### src/sv/apn_pkg.sv
// Shared constants, status codes and types for the absolute path normalizer.
// No dependencies; compiled first.
package apn_pkg;

    localparam int PATH_BYTES   = 256;
    localparam int MAX_PARTS    = 32;
    localparam int MAX_PART_LEN = 255;

    localparam int BYTE_W     = 8;
    localparam int LEN_W      = 8;
    localparam int ST_W       = 3;
    localparam int PB_W       = $clog2(PATH_BYTES);
    localparam int WP_W       = $clog2(PATH_BYTES + 1);
    localparam int BANK_DEPTH = (PATH_BYTES + 1) / 2;
    localparam int BANK_AW    = PB_W - 1;
    localparam int PS_AW      = $clog2(MAX_PARTS);
    localparam int PC_W       = $clog2(MAX_PARTS + 1);
    localparam int TL_W       = $clog2(MAX_PART_LEN + 1);

    localparam logic [BYTE_W-1:0] CH_SLASH = 8'h2f;
    localparam logic [BYTE_W-1:0] CH_DOT   = 8'h2e;

    localparam logic ACT_PUSH = 1'b0;
    localparam logic ACT_READ = 1'b1;

    localparam logic [ST_W-1:0] ST_ACCEPTED       = 3'd0;
    localparam logic [ST_W-1:0] ST_DONE_OK        = 3'd1;
    localparam logic [ST_W-1:0] ST_NOT_ABSOLUTE   = 3'd2;
    localparam logic [ST_W-1:0] ST_TOO_LONG       = 3'd3;
    localparam logic [ST_W-1:0] ST_PART_TOO_LONG  = 3'd4;
    localparam logic [ST_W-1:0] ST_TOO_MANY_PARTS = 3'd5;
    localparam logic [ST_W-1:0] ST_READ_DATA      = 3'd6;

    // one byte write into the result buffer
    typedef struct packed {
        logic              en;
        logic [PB_W-1:0]   addr;
        logic [BYTE_W-1:0] data;
    } buf_wr_t;

endpackage

### src/sv/apn_if.sv
// Valid/ready channel interfaces for the path normalizer: command and response.
// Depends on apn_pkg for field widths.
interface apn_in_if;
    logic                       valid;
    logic                       ready;
    logic                       action;
    logic [apn_pkg::BYTE_W-1:0] path_byte;
    logic                       is_last;
    logic [apn_pkg::BYTE_W-1:0] read_index;

    modport source (output valid, action, path_byte, is_last, read_index, input ready);
    modport sink   (input valid, action, path_byte, is_last, read_index, output ready);
endinterface

interface apn_out_if;
    logic                       valid;
    logic                       ready;
    logic [apn_pkg::ST_W-1:0]   status;
    logic [apn_pkg::LEN_W-1:0]  result_length;
    logic [apn_pkg::BYTE_W-1:0] read_data;

    modport source (output valid, status, result_length, read_data, input ready);
    modport sink   (input valid, status, result_length, read_data, output ready);
endinterface

### src/sv/apn_rbuf.sv
// Result buffer: two byte banks split on address bit 0, so a separator and
// a character at consecutive positions land in the same cycle. Depends on apn_pkg.
module apn_rbuf (
    input  logic                       clk,
    input  apn_pkg::buf_wr_t           wr_a,
    input  apn_pkg::buf_wr_t           wr_b,
    input  logic                       rd_en,
    input  logic [apn_pkg::PB_W-1:0]   rd_addr,
    output logic [apn_pkg::BYTE_W-1:0] rd_data
);
    import apn_pkg::*;

    logic [BYTE_W-1:0] even_mem [BANK_DEPTH];
    logic [BYTE_W-1:0] odd_mem  [BANK_DEPTH];

    buf_wr_t           even_wr;
    buf_wr_t           odd_wr;
    logic [BYTE_W-1:0] even_q_reg;
    logic [BYTE_W-1:0] odd_q_reg;
    logic              sel_q_reg;

    // route each write to its bank; the two writes never share a bank
    always_comb
    begin
        even_wr = '0;
        odd_wr  = '0;
        if (wr_a.en && !wr_a.addr[0])
        begin
            even_wr = wr_a;
        end
        else if (wr_b.en && !wr_b.addr[0])
        begin
            even_wr = wr_b;
        end
        if (wr_a.en && wr_a.addr[0])
        begin
            odd_wr = wr_a;
        end
        else if (wr_b.en && wr_b.addr[0])
        begin
            odd_wr = wr_b;
        end
    end

    always_ff @(posedge clk)
    begin
        if (even_wr.en)
        begin
            even_mem[even_wr.addr[PB_W-1:1]] <= even_wr.data;
        end
        if (odd_wr.en)
        begin
            odd_mem[odd_wr.addr[PB_W-1:1]] <= odd_wr.data;
        end
        if (rd_en)
        begin
            even_q_reg <= even_mem[rd_addr[PB_W-1:1]];
            odd_q_reg  <= odd_mem[rd_addr[PB_W-1:1]];
            sel_q_reg  <= rd_addr[0];
        end
    end

    assign rd_data = sel_q_reg ? odd_q_reg : even_q_reg;

endmodule

### src/sv/absolute_path_normalizer.sv
// Absolute path normalizer: top level with the part-start stack and control.
// Depends on apn_pkg, apn_if (apn_in_if, apn_out_if) and apn_rbuf.
// A response beat is offered once its command beat has passed the stage 1 register
//   (for the registered memory read) and then the output register.
// Throughput: one command beat per cycle, push or read, while the response side does
//   not stall, set by the single write port of the part-start stack and the banked result buffer.
// Reset clears all control state; the stack and the result buffer are not cleared.
module absolute_path_normalizer (
    input  logic      clk,
    input  logic      rst_n,
    apn_in_if.sink    cmd,
    apn_out_if.source rsp
);
    import apn_pkg::*;

    // ------------------------------------------------------------------
    // Path state
    // ------------------------------------------------------------------
    logic [PC_W-1:0]   pc_reg,   pc_next;    // kept component count
    logic [WP_W-1:0]   wp_reg,   wp_next;    // buffer write pointer
    logic [PB_W-1:0]   ts_reg,   ts_next;    // start of current component
    logic [TL_W-1:0]   tl_reg,   tl_next;    // current component length
    logic [WP_W-1:0]   bs_reg,   bs_next;    // bytes seen, saturates
    logic [ST_W-1:0]   err_reg,  err_next;   // first error, sticky
    logic [PB_W-1:0]   fl_reg,   fl_next;    // final length of last path
    logic              dots_reg, dots_next;  // component is all dots so far
    logic [PB_W-1:0]   top_reg,  top_next;   // part_starts[pc-1], cached

    // part-start stack; read port prefetches entry pc-2 for a pop
    logic [PB_W-1:0]   ps_mem [MAX_PARTS];
    logic [PB_W-1:0]   ps_q_reg;
    logic              ps_we;
    logic [PS_AW-1:0]  ps_waddr;
    logic [PS_AW-1:0]  ps_raddr;

    // ------------------------------------------------------------------
    // Handshake and pipeline
    // ------------------------------------------------------------------
    logic              accept;
    logic              push_go;
    logic              push_last;
    logic              s1_adv;

    logic              s1_valid_reg;
    logic [ST_W-1:0]   s1_status_reg;
    logic [LEN_W-1:0]  s1_len_reg;
    logic              s1_hit_reg;

    logic              out_valid_reg;
    logic [ST_W-1:0]   out_status_reg;
    logic [LEN_W-1:0]  out_len_reg;
    logic [BYTE_W-1:0] out_data_reg;

    // ------------------------------------------------------------------
    // Per-byte datapath
    // ------------------------------------------------------------------
    logic [BYTE_W-1:0] c;
    logic              take;
    logic              slash_we;
    logic              char_we;
    logic [WP_W-1:0]   wp_b;
    logic [WP_W-1:0]   wp_a;
    logic [PB_W-1:0]   ts_a;
    logic [TL_W-1:0]   tl_a;
    logic              dots_a;
    logic [ST_W-1:0]   err_a;
    logic [PC_W-1:0]   pc_a;
    logic              first_ok;
    logic [WP_W-1:0]   bs_inc;
    logic              close_req;
    logic [WP_W-1:0]   wp_f;
    logic [PC_W-1:0]   pc_f;
    logic [ST_W-1:0]   err_f;
    logic [TL_W-1:0]   tl_f;
    logic [PB_W-1:0]   top_f;
    logic              ps_push;
    logic [ST_W-1:0]   fin_status;

    logic [ST_W-1:0]   item_status;
    logic [LEN_W-1:0]  item_len;
    logic              item_hit;

    buf_wr_t           wr_a;
    buf_wr_t           wr_b;
    logic [BYTE_W-1:0] buf_q;

    assign c         = cmd.path_byte;
    assign s1_adv    = !out_valid_reg || rsp.ready;
    assign cmd.ready = !s1_valid_reg || s1_adv;
    assign accept    = cmd.valid && cmd.ready;
    assign push_go   = accept && (cmd.action == ACT_PUSH);
    assign push_last = push_go && cmd.is_last;

    assign take   = (bs_reg < WP_W'(PATH_BYTES - 1)) && (err_reg == ST_ACCEPTED);
    assign bs_inc = (bs_reg < WP_W'(PATH_BYTES)) ? bs_reg + 1'b1 : bs_reg;

    // byte intake: leading slash, separator insert, component character
    always_comb
    begin
        wp_b     = wp_reg;
        wp_a     = wp_reg;
        ts_a     = ts_reg;
        tl_a     = tl_reg;
        dots_a   = dots_reg;
        err_a    = err_reg;
        pc_a     = pc_reg;
        first_ok = 1'b0;
        slash_we = 1'b0;
        char_we  = 1'b0;
        if (take)
        begin
            if (bs_reg == '0)
            begin
                if (c != CH_SLASH)
                begin
                    err_a = ST_NOT_ABSOLUTE;
                end
                else
                begin
                    first_ok = 1'b1;
                    wp_a     = WP_W'(1);
                    pc_a     = '0;
                    tl_a     = '0;
                end
            end
            else if (c != CH_SLASH)
            begin
                if (tl_reg == '0)
                begin
                    ts_a   = wp_reg[PB_W-1:0];
                    dots_a = 1'b1;
                    if (wp_reg > WP_W'(1) && wp_reg < WP_W'(PATH_BYTES))
                    begin
                        slash_we = 1'b1;
                        wp_b     = wp_reg + 1'b1;
                    end
                end
                wp_a = wp_b;
                if (tl_reg >= TL_W'(MAX_PART_LEN))
                begin
                    err_a = ST_PART_TOO_LONG;
                end
                else
                begin
                    if (wp_b < WP_W'(PATH_BYTES))
                    begin
                        char_we = 1'b1;
                        wp_a    = wp_b + 1'b1;
                    end
                    tl_a = tl_reg + 1'b1;
                    if (c != CH_DOT)
                    begin
                        dots_a = 1'b0;
                    end
                end
            end
        end
    end

    // component close: on a separator, or at the last byte with a token open
    assign close_req = (take && (bs_reg != '0) && (c == CH_SLASH) && (tl_reg != '0))
                    || (cmd.is_last && (bs_inc < WP_W'(PATH_BYTES))
                        && (err_a == ST_ACCEPTED) && (tl_a != '0));

    always_comb
    begin
        wp_f    = wp_a;
        pc_f    = pc_a;
        err_f   = err_a;
        tl_f    = tl_a;
        top_f   = top_reg;
        ps_push = 1'b0;
        if (close_req)
        begin
            tl_f = '0;
            priority if (dots_a && tl_a == TL_W'(1))
            begin
                wp_f = WP_W'(ts_a);
            end
            else if (dots_a && tl_a == TL_W'(2))
            begin
                wp_f = WP_W'(ts_a);
                if (pc_a != '0)
                begin
                    pc_f  = pc_a - 1'b1;
                    wp_f  = WP_W'(top_reg);
                    top_f = ps_q_reg;
                end
            end
            else if (pc_a >= PC_W'(MAX_PARTS))
            begin
                err_f = ST_TOO_MANY_PARTS;
            end
            else
            begin
                ps_push = 1'b1;
                pc_f    = pc_a + 1'b1;
                top_f   = ts_a;
            end
        end
    end

    always_comb
    begin
        priority if (bs_inc >= WP_W'(PATH_BYTES))
        begin
            fin_status = ST_TOO_LONG;
        end
        else if (err_f != ST_ACCEPTED)
        begin
            fin_status = err_f;
        end
        else
        begin
            fin_status = ST_DONE_OK;
        end
    end

    // next state: hold unless a push beat is taken; last beat rearms
    always_comb
    begin
        pc_next   = pc_reg;
        wp_next   = wp_reg;
        ts_next   = ts_reg;
        tl_next   = tl_reg;
        bs_next   = bs_reg;
        err_next  = err_reg;
        fl_next   = fl_reg;
        dots_next = dots_reg;
        top_next  = top_reg;
        if (push_go)
        begin
            top_next = top_f;
            if (cmd.is_last)
            begin
                pc_next   = '0;
                wp_next   = '0;
                ts_next   = '0;
                tl_next   = '0;
                bs_next   = '0;
                err_next  = ST_ACCEPTED;
                dots_next = 1'b0;
                fl_next   = (fin_status == ST_DONE_OK) ? wp_f[PB_W-1:0] : '0;
            end
            else
            begin
                pc_next   = pc_f;
                wp_next   = wp_f;
                ts_next   = ts_a;
                tl_next   = tl_f;
                bs_next   = bs_inc;
                err_next  = err_f;
                dots_next = dots_a;
            end
        end
    end

    always_ff @(posedge clk or negedge rst_n)
    begin
        if (!rst_n)
        begin
            pc_reg   <= '0;
            wp_reg   <= '0;
            ts_reg   <= '0;
            tl_reg   <= '0;
            bs_reg   <= '0;
            err_reg  <= ST_ACCEPTED;
            fl_reg   <= '0;
            dots_reg <= 1'b0;
            top_reg  <= '0;
        end
        else
        begin
            pc_reg   <= pc_next;
            wp_reg   <= wp_next;
            ts_reg   <= ts_next;
            tl_reg   <= tl_next;
            bs_reg   <= bs_next;
            err_reg  <= err_next;
            fl_reg   <= fl_next;
            dots_reg <= dots_next;
            top_reg  <= top_next;
        end
    end

    // ------------------------------------------------------------------
    // Part-start stack. The top entry lives in top_reg; the read port
    // always holds entry pc-2 so a ".." can refill top_reg at once.
    // Push writes entry pc while the read moves to pc-1: no overlap.
    // ------------------------------------------------------------------
    assign ps_we    = push_go && ps_push;
    assign ps_waddr = pc_a[PS_AW-1:0];
    assign ps_raddr = PS_AW'(pc_next - PC_W'(2));

    always_ff @(posedge clk)
    begin
        if (ps_we)
        begin
            ps_mem[ps_waddr] <= ts_a;
        end
        if (accept)
        begin
            ps_q_reg <= ps_mem[ps_raddr];
        end
    end

    // ------------------------------------------------------------------
    // Result buffer: leading slash or separator on port a, character on b
    // ------------------------------------------------------------------
    always_comb
    begin
        wr_a = '0;
        wr_b = '0;
        if (push_go && first_ok)
        begin
            wr_a.en   = 1'b1;
            wr_a.addr = '0;
            wr_a.data = CH_SLASH;
        end
        else if (push_go && slash_we)
        begin
            wr_a.en   = 1'b1;
            wr_a.addr = wp_reg[PB_W-1:0];
            wr_a.data = CH_SLASH;
        end
        if (push_go && char_we)
        begin
            wr_b.en   = 1'b1;
            wr_b.addr = wp_b[PB_W-1:0];
            wr_b.data = c;
        end
    end

    apn_rbuf u_rbuf (
        .clk     (clk),
        .wr_a    (wr_a),
        .wr_b    (wr_b),
        .rd_en   (accept && (cmd.action == ACT_READ)),
        .rd_addr (PB_W'(cmd.read_index)),
        .rd_data (buf_q)
    );

    // ------------------------------------------------------------------
    // Response of the current beat
    // ------------------------------------------------------------------
    always_comb
    begin
        item_status = ST_ACCEPTED;
        item_len    = '0;
        item_hit    = 1'b0;
        if (cmd.action == ACT_READ)
        begin
            item_status = ST_READ_DATA;
            item_len    = LEN_W'(fl_reg);
            item_hit    = (bs_reg == '0) && (WP_W'(cmd.read_index) < WP_W'(fl_reg));
        end
        else if (cmd.is_last)
        begin
            item_status = fin_status;
            item_len    = (fin_status == ST_DONE_OK) ? LEN_W'(wp_f) : '0;
        end
    end

    // stage 1 waits on the buffer read, then the output register
    always_ff @(posedge clk or negedge rst_n)
    begin
        if (!rst_n)
        begin
            s1_valid_reg  <= 1'b0;
            out_valid_reg <= 1'b0;
        end
        else
        begin
            if (accept)
            begin
                s1_valid_reg <= 1'b1;
            end
            else if (s1_adv)
            begin
                s1_valid_reg <= 1'b0;
            end
            if (s1_adv)
            begin
                out_valid_reg <= s1_valid_reg;
            end
        end
    end

    always_ff @(posedge clk)
    begin
        if (accept)
        begin
            s1_status_reg <= item_status;
            s1_len_reg    <= item_len;
            s1_hit_reg    <= item_hit;
        end
        if (s1_adv && s1_valid_reg)
        begin
            out_status_reg <= s1_status_reg;
            out_len_reg    <= s1_len_reg;
            out_data_reg   <= s1_hit_reg ? buf_q : '0;
        end
    end

    assign rsp.valid         = out_valid_reg;
    assign rsp.status        = out_status_reg;
    assign rsp.result_length = out_len_reg;
    assign rsp.read_data     = out_data_reg;

    // ------------------------------------------------------------------
    // Assertions
    // ------------------------------------------------------------------
    a_pc_range: assert property (@(posedge clk) disable iff (!rst_n)
        pc_reg <= PC_W'(MAX_PARTS))
        else $error("part count past stack depth");

    a_bank_split: assert property (@(posedge clk) disable iff (!rst_n)
        (wr_a.en && wr_b.en) |-> (wr_a.addr[0] != wr_b.addr[0]))
        else $error("two buffer writes hit one bank");

    a_stack_port: assert property (@(posedge clk) disable iff (!rst_n)
        (ps_we && !push_last) |-> (ps_raddr != ps_waddr))
        else $error("stack prefetch overlaps a push");

    a_rearm: assert property (@(posedge clk) disable iff (!rst_n)
        push_last |=> (bs_reg == '0 && pc_reg == '0 && err_reg == ST_ACCEPTED))
        else $error("path state not rearmed after last byte");

    a_s1_hold: assert property (@(posedge clk) disable iff (!rst_n)
        (s1_valid_reg && !s1_adv) |=> (s1_valid_reg && $stable(s1_status_reg)))
        else $error("stalled beat lost in stage 1");

endmodule

### src/flat_wrapper.sv
// flat-port wrapper written by rule: the top's interface ports become plain ports
module absolute_path_normalizer_flat import apn_pkg::*;
  (clk, rst_n, cmd_valid, cmd_action, cmd_path_byte, cmd_is_last, cmd_read_index, cmd_ready, rsp_valid, rsp_status, rsp_result_length, rsp_read_data, rsp_ready);
  apn_in_if cmd_i ();
  apn_out_if rsp_i ();
  input  logic clk;
  input  logic rst_n;
  input wire logic [$bits(cmd_i.valid)-1:0] cmd_valid;
  input wire logic [$bits(cmd_i.action)-1:0] cmd_action;
  input wire logic [$bits(cmd_i.path_byte)-1:0] cmd_path_byte;
  input wire logic [$bits(cmd_i.is_last)-1:0] cmd_is_last;
  input wire logic [$bits(cmd_i.read_index)-1:0] cmd_read_index;
  output wire logic [$bits(cmd_i.ready)-1:0] cmd_ready;
  output wire logic [$bits(rsp_i.valid)-1:0] rsp_valid;
  output wire logic [$bits(rsp_i.status)-1:0] rsp_status;
  output wire logic [$bits(rsp_i.result_length)-1:0] rsp_result_length;
  output wire logic [$bits(rsp_i.read_data)-1:0] rsp_read_data;
  input wire logic [$bits(rsp_i.ready)-1:0] rsp_ready;
  assign cmd_i.valid = cmd_valid;
  assign cmd_i.action = cmd_action;
  assign cmd_i.path_byte = cmd_path_byte;
  assign cmd_i.is_last = cmd_is_last;
  assign cmd_i.read_index = cmd_read_index;
  assign cmd_ready = cmd_i.ready;
  assign rsp_valid = rsp_i.valid;
  assign rsp_status = rsp_i.status;
  assign rsp_result_length = rsp_i.result_length;
  assign rsp_read_data = rsp_i.read_data;
  assign rsp_i.ready = rsp_ready;
  absolute_path_normalizer u_core (.clk(clk), .rst_n(rst_n), .cmd(cmd_i), .rsp(rsp_i));
endmodule
### config.mk
export PLATFORM = sky130hd
export DESIGN_NAME = absolute_path_normalizer_flat
export DESIGN_NICKNAME = d
export VERILOG_FILES = /design/src/sv/apn_pkg.sv /design/src/sv/apn_if.sv /design/src/sv/apn_rbuf.sv /design/src/sv/absolute_path_normalizer.sv /design/src/flat_wrapper.sv
export SDC_FILE = /design/constraint.sdc
export NUM_CORES = 2
export LEC_CHECK = 0
export BUFFER_PORTS_ARGS = -buffer_cell sky130_fd_sc_hd__buf_2
export CORE_MARGIN = 2
export CORE_UTILIZATION = 35
export DETAILED_ROUTE_END_ITERATION = 16
export GPL_TIMING_DRIVEN = 1
export SLEW_MARGIN = 40
export SYNTH_ARGS = -nofsm -noshare
export SYNTH_HDL_FRONTEND = slang
export SYNTH_HIERARCHICAL = 1
export SYNTH_SLANG_ARGS = --single-unit
### constraint.sdc
create_clock -name clk -period 15.3 [get_ports clk]
set_clock_uncertainty 0.2 [all_clocks]
set_input_delay 2.295 -clock clk [delete_from_list [all_inputs] [get_ports clk]]
set_output_delay 2.295 -clock clk [all_outputs]
set_load 0.01 [all_outputs]
Yosys cells after proc, flatten, opt, wreduce, memory -nomap -nowiden
Memories as Yosys holds them, arrays and structs flattened. A register that Yosys moved wholly into a read port is not among the register bits.
Index checks and enable logic that the tools add are counted.
{ "classes": {"mux": 102, "n_lt_le_gt_ge": 10, "eq_ne": 8, "bitwise_logic": 3, "addsub": 7, "reduce_logical": 43} }
{ "ops": {"columns": ["operator", "n"], "rows": [
  ["2-to-1 mux 8 bit", 23],
  ["2-to-1 mux 9 bit", 17],
  ["2-to-1 mux 17 bit", 7],
  ["2-to-1 mux 6 bit", 10],
  ["2-to-1 mux 3 bit", 13],
  ["< comparator 9 bit, second input constant", 4],
  ["2-to-1 mux 1 bit", 32],
  ["adder 9 x 1 -> 9 bit, second input constant", 3],
  ["logical AND 1 bit", 23],
  ["!= test 8 x 6 -> 1 bit, second input constant", 2],
  ["nonzero test 8 bit", 2],
  [">= comparator 9 bit, second input constant", 1],
  ["greater-than comparator 9 x 1 -> 1 bit, second input constant", 1],
  ["logical NOT 9 bit", 1],
  ["< comparator 9 x 8 -> 1 bit, second input constant", 1],
  ["nonzero test 9 bit", 1],
  ["adder 8 x 1 -> 8 bit, second input constant", 1],
  ["equality test 8 x 1 -> 1 bit, second input constant", 1],
  ["equality test 8 x 2 -> 1 bit, second input constant", 1],
  ["equality test 8 x 6 -> 1 bit, second input constant", 1],
  [">= comparator 8 bit, second input constant", 1],
  ["logical NOT 8 bit", 1],
  ["< comparator 8 bit", 1],
  ["adder 6 x 1 -> 6 bit, second input constant", 1],
  ["16 further kinds", 24]
]} }
{ "totals": {"regBits": 94, "mem_bits_rw": 2304, "mem_count": 3} }
{ "memory_table": {"columns": ["memory", "words", "word_bits", "read_ports", "rd_clocked_by_memory_dff", "write_ports", "line_no", "source"], "rows": [
  ["u_core.u_rbuf.even_mem", 128, 8, 1, 1, 1, "apn_rbuf.sv:13", "logic [BYTE_W-1:0] even_mem [BANK_DEPTH];"],
  ["u_core.u_rbuf.odd_mem", 128, 8, 1, 1, 1, "apn_rbuf.sv:14", "logic [BYTE_W-1:0] odd_mem [BANK_DEPTH];"],
  ["u_core.ps_mem", 32, 8, 1, 1, 1, "absolute_path_normalizer.sv:30", "logic [PB_W-1:0] ps_mem [MAX_PARTS];"]
]} }

Depth between registers and ports, before layout
{ "logic_depth": {"depth_word": 21, "depth_mapped": 27, "depth_no_buf": 22} }

By module
Netlist, hierarchy kept.
{ "modules_own_cells": {"columns": ["mod", "area_per_inst_um2", "instances", "seq_area_each_um2", "cells_per_inst"], "rows": [
  ["apn_rbuf", 79983.0, 1, 62009.5, 3337],
  ["absolute_path_normalizer", 16973.8, 1, 10410.0, 1369]
]} }

Worst setup path before layout
Ideal clock, no wire load.
{ "synth_path": {"path_type": "input -> register", "startpoint": "input cmd_path_byte[4]", "endpoint": "register u_core.ps_q_reg[1], read port of u_core.ps_mem, data pin", "arrival_time_ns": 7.287, "setup_time_ns": 0.255, "path_slack_ns": 7.558, "stages": 25, "cell_sequence": "nor4b_2 -> and2_1 -> buf_2 -> clkbuf_1 -> nand3_1 -> buf_2 -> and2_1 -> inv_1 -> ha_1 -> o21a_1 -> o211ai_1 -> nor4_1 -> a31oi_4 -> a21boi_2 -> nor2_2 -> inv_2 -> buf_1 -> ha_1 -> inv_1 -> a21oi_2 -> nor2_4 -> buf_2 -> o311ai_0 -> o311ai_0 -> a31o_1"} }
{ "synth_between": {"elab_chain_len": 13} }
{ "synth_rtl": {"columns": ["element", "line_no", "source"], "rows": [
  ["from (decl)", "flat_wrapper.sv:10", "input wire logic [$bits(cmd_i.path_byte)-1:0] cmd_path_byte;"],
  ["branches (longest 9 deep; another with adder 6 x 1 -> 6 bit)", null, null],
  ["2-to-1 mux 6 bit *", "absolute_path_normalizer.sv:173", "if (close_req)"],
  ["2-to-1 mux 6 bit *", "absolute_path_normalizer.sv:234", "if (cmd.is_last)"],
  ["2-to-1 mux 6 bit *", "absolute_path_normalizer.sv:231", "if (push_go)"],
  ["subtractor 5 x 2 -> 5 bit *", "absolute_path_normalizer.sv:293", "assign ps_raddr = PS_AW'(pc_next - PC_W'(2));"],
  ["to (decl)", "absolute_path_normalizer.sv:31", "logic [PB_W-1:0] ps_q_reg;"]
]} }
Every way passes the cells marked *.
A chain may end at the register's enable or synchronous reset.

Worst setup path after layout
{ "layout_path": {"startpoint": "input cmd_path_byte[4]", "endpoint": "register u_core.ps_q_reg[3], read port of u_core.ps_mem, data pin"} }
Same word-level chain as after synthesis.

==> summary.txt <==
Critical path
  – Crit end category: register
  – Worst endpoint required time: 15,740 ps
  – Flop2flop setup slack: 7170 ps
  – Crit Reg-Reg Endpoint: u_core/ps_q_reg[3]
  – Reg2reg start: u_core/bs_reg[0]
  – Critical path fanouts, max: 47
  – Worst setup SP type: primary input
  – Worst-case reg-to-reg path depth: 21
  – Arr. time, crit path: 9770 ps
  – WS Path Type: primary input to register

Hold path
  – Hold Crit Depth: 0
  – Worst Hold End: u_core/rsp.result_length[1]
  – Worst hold path class: register to register
  – Worst hold path startpoint: u_core/s1_len_reg[1]

STA
  – Slew margin rel.: 0.3826
  – Final period util: 0.6098
  – RSZ-0062 raised after global routing: false
  – Post-layout min period: 9330 ps
  – Fin. max-slew vios: 0
  – Slew @ Worst Pin: 926.1 ps
  – Final Hold Fails: 0
  – Final setup viols: 0
  – Fmax: 0.1072 GHz
  – Final TNS setup: 0 ps

Job
  – Max Cap Viol: 0

Synth
  – Top cells by count, synth: edfxtp_1 (2,360), mux4_2 (687), nor2_1 (356)
  – Post-synth EDFFs: 2,360
  – Count leader, synth: edfxtp_1
  – Post-Syn Instances: 4,706
  – Syn Area/Cell: 20.60 um^2
  – Number of synthesized register bits: 2,422
  – Seq/Total Area, Yosys: 0.7469
  – FFs w/ async S/R, synth: 0.02560
  – Top-area cell type share of the netlist area: 0.7309
  – Mapped cell area: 96,960 um^2
  – Main synth FF type: edfxtp_1
  – Yosys top cell by area: edfxtp_1
  – Largest cells by area after synthesis: edfxtp_1 (73%), mux4_2 (16%), dfrtp_1 (1.6%)
  – Ys Warns: 6
  – Cell variety after synth: 85

Clock network
  – Buffer count from post-CTS setup fixing: 0
  – TritonCTS buffer count: 236
  – CTS tree: yes
  – Clock Tree Root: clkbuf_16
  – Clk sinks: 2,422
  – Cts hold-fix bufs: 0
  – CTS Buffer Depth: 4
  – H-tree Lvls: 4
  – Clk pin slew, worst setup/hold paths: 70 ps
  – Worst skew pair latency: 940 ps
  – Resize count post-CTS: 0

Global routing
  – First-pass GRT wire length: 337,500 um
  – Remaining global-route overflow: 0
  – Largest net degree at the start of global routing: 127
  – Initial antenna violation count: 21
  – Total GRT Usage: 0.1628
  – Vias in the first global route: 47,556

Routing
  – Vias/cell: 5.456
  – DR vias: 47,543
  – Routed Antenna Nets: 0
  – 1st-pass router iterations: 8
  – First DRT Iteration DRCs: 6,114
  – Post-route DRC: 0
  – WL final: 232,400 um
  – Routed WL per cell: 26.67 um

Floorplanning
  – Core Footprint: 276,000 um^2
  – Rows: 193
  – Die area: 281,200 um^2
  – IO Count: 43
  – Starting Density: 0.3513
  – Chip width: 530.3 um
  – Die Height: 530.3 um

Placement
  – PortBufs: 42
  – Placer congestion estimate: 0.8589
  – Placed cell areas: 101,900 um^2
  – DP HPWL: 140,400 um

Power and ir drop
  – Worst vdd ir: 102.4 uV
  – PwrDens: 127.3 nW/um^2
  – Switching portion of total power: 0.2258
  – Combinational share of power: 0.073
  – Flop pwr share: 0.525
  – Sw power: 0.003149 W
  – Clk network pwr share: 0.402
  – P_int: 0.01080 W
  – Static Leak: 37.39 nW
  – Total chip power: 0.01395 W

Final layout
  – Fin area: 109,600 um^2
  – Layout Nets: 4,863
  – Area taken by multi-input logic gates: 23,740 um^2
  – Fillers: 24,271
  – Register Area: 72,420 um^2
  – Area Growth Syn to Fin: 13.03%
  – Share of post-route cells with drive strength above 1: 0.2702

Status
  – Status: finished clean
per-stage QoR:
step,util,hold WS (ps),setup WS [ps],cells
after floorplan,-,200.3,7558,4711
after global placement,0.3680,203.7,5059,8280
after detailed placement,0.3690,205.6,4701,8284
after CTS,0.3957,206.5,5657,8700
after global routing,0.3970,224.3,5500,8710
final,0.3970,201.3,5970,8714
worst max-delay path, stage by stage:
cell	delay, ps
buf_2	110
nor4b_2	720
and2_1	600
nand3_1	670
and2_1	440
inv_1	90
ha_1	280
o21a_1	260
o211ai_1	130
nor4_1	660
a31oi_4	110
a41o_1	550
nor2_8	380
buf_12	270
buf_4	640
inv_2	450
a211o_1	370
o311ai_0	90
o311ai_0	300
a31o_1	250
metal layers:
metal,track usage,part of all wire,wire (um),up-vias
met5,0,0.00015,34,-
met3,0.02873,0.072,16740,327
li1,-,-,-,19880
met1,0.2332,0.43,99340,25490
met2,0.2587,0.48,111000,1840
met4,0.03812,0.022,5217,6
logic make-up after synthesis:
group,share of synthesized area
flip-flops,0.7469
multiplexers,0.1728
AND/OR/NAND/NOR,0.03473
AO/OA/AOI/OAI,0.02784
buffers and inverters,0.01391
adder cells (fa/ha/maj),0.002452
XOR/XNOR,0.001355
other,0.00003868
layout by cell type, fill, tap and decap left out, drive strengths merged, types with 16 or more instances in the layout:
cell / count
a21oi: 64
a22o: 22
a32oi: 22
and2: 34
buf: 136
bufinv: 18
clkbuf: 289
clkinv: 99
dfrtp: 62
edfxtp: 2360
ha: 19
inv: 65
mux2: 37
mux2i: 86
mux4: 687
nand2: 123
nand2b: 19
nand3: 71
nand4: 30
nor2: 359
nor4: 19
o21ai: 103
o311ai: 16
o31ai: 24
area by class of cell:
class / instances / share of cell area
clock inverter: 127 / 0.01029
tap: 3705 / 0.04230
clock buffer: 289 / 0.05686
timing repair buffer: 136 / 0.01086
multi-input combinational: 1966 / 0.2166
sequential: 2422 / 0.6608
antenna: 9 / 0.0002055
inverter: 60 / 0.002055
power by group through the flow:
stage / sequential (W) / clock, W / combinational, W
detailed placement: 0.00746 / 0 / 0.00101
CTS: 0.00732 / 0.00573 / 0.00101
finish: 0.00732 / 0.00560 / 0.00102
global route: 0.00732 / 0.00597 / 0.00110
global placement: 0.00746 / 0 / 0.000978
floorplan: 0.00743 / 0 / 0.000728
how the worst max path moves through the flow:
stage / startpoint / to / slack, ps / depth (start not counted)
finish: cmd_path_byte[4] / u_core/ps_q_reg[3] / 5970 / 20
global placement: cmd_path_byte[4] / u_core/ps_q_reg[3] / 5060 / 19
CTS: cmd_path_byte[4] / u_core/ps_q_reg[3] / 5660 / 18
detailed placement: cmd_path_byte[4] / u_core/ps_q_reg[3] / 4700 / 18
floorplan: cmd_path_byte[4] / u_core/ps_q_reg[1] / 7560 / 25
global route: cmd_path_byte[4] / u_core/ps_q_reg[3] / 5500 / 20
Note: power is estimated with default switching activity, not from simulation.
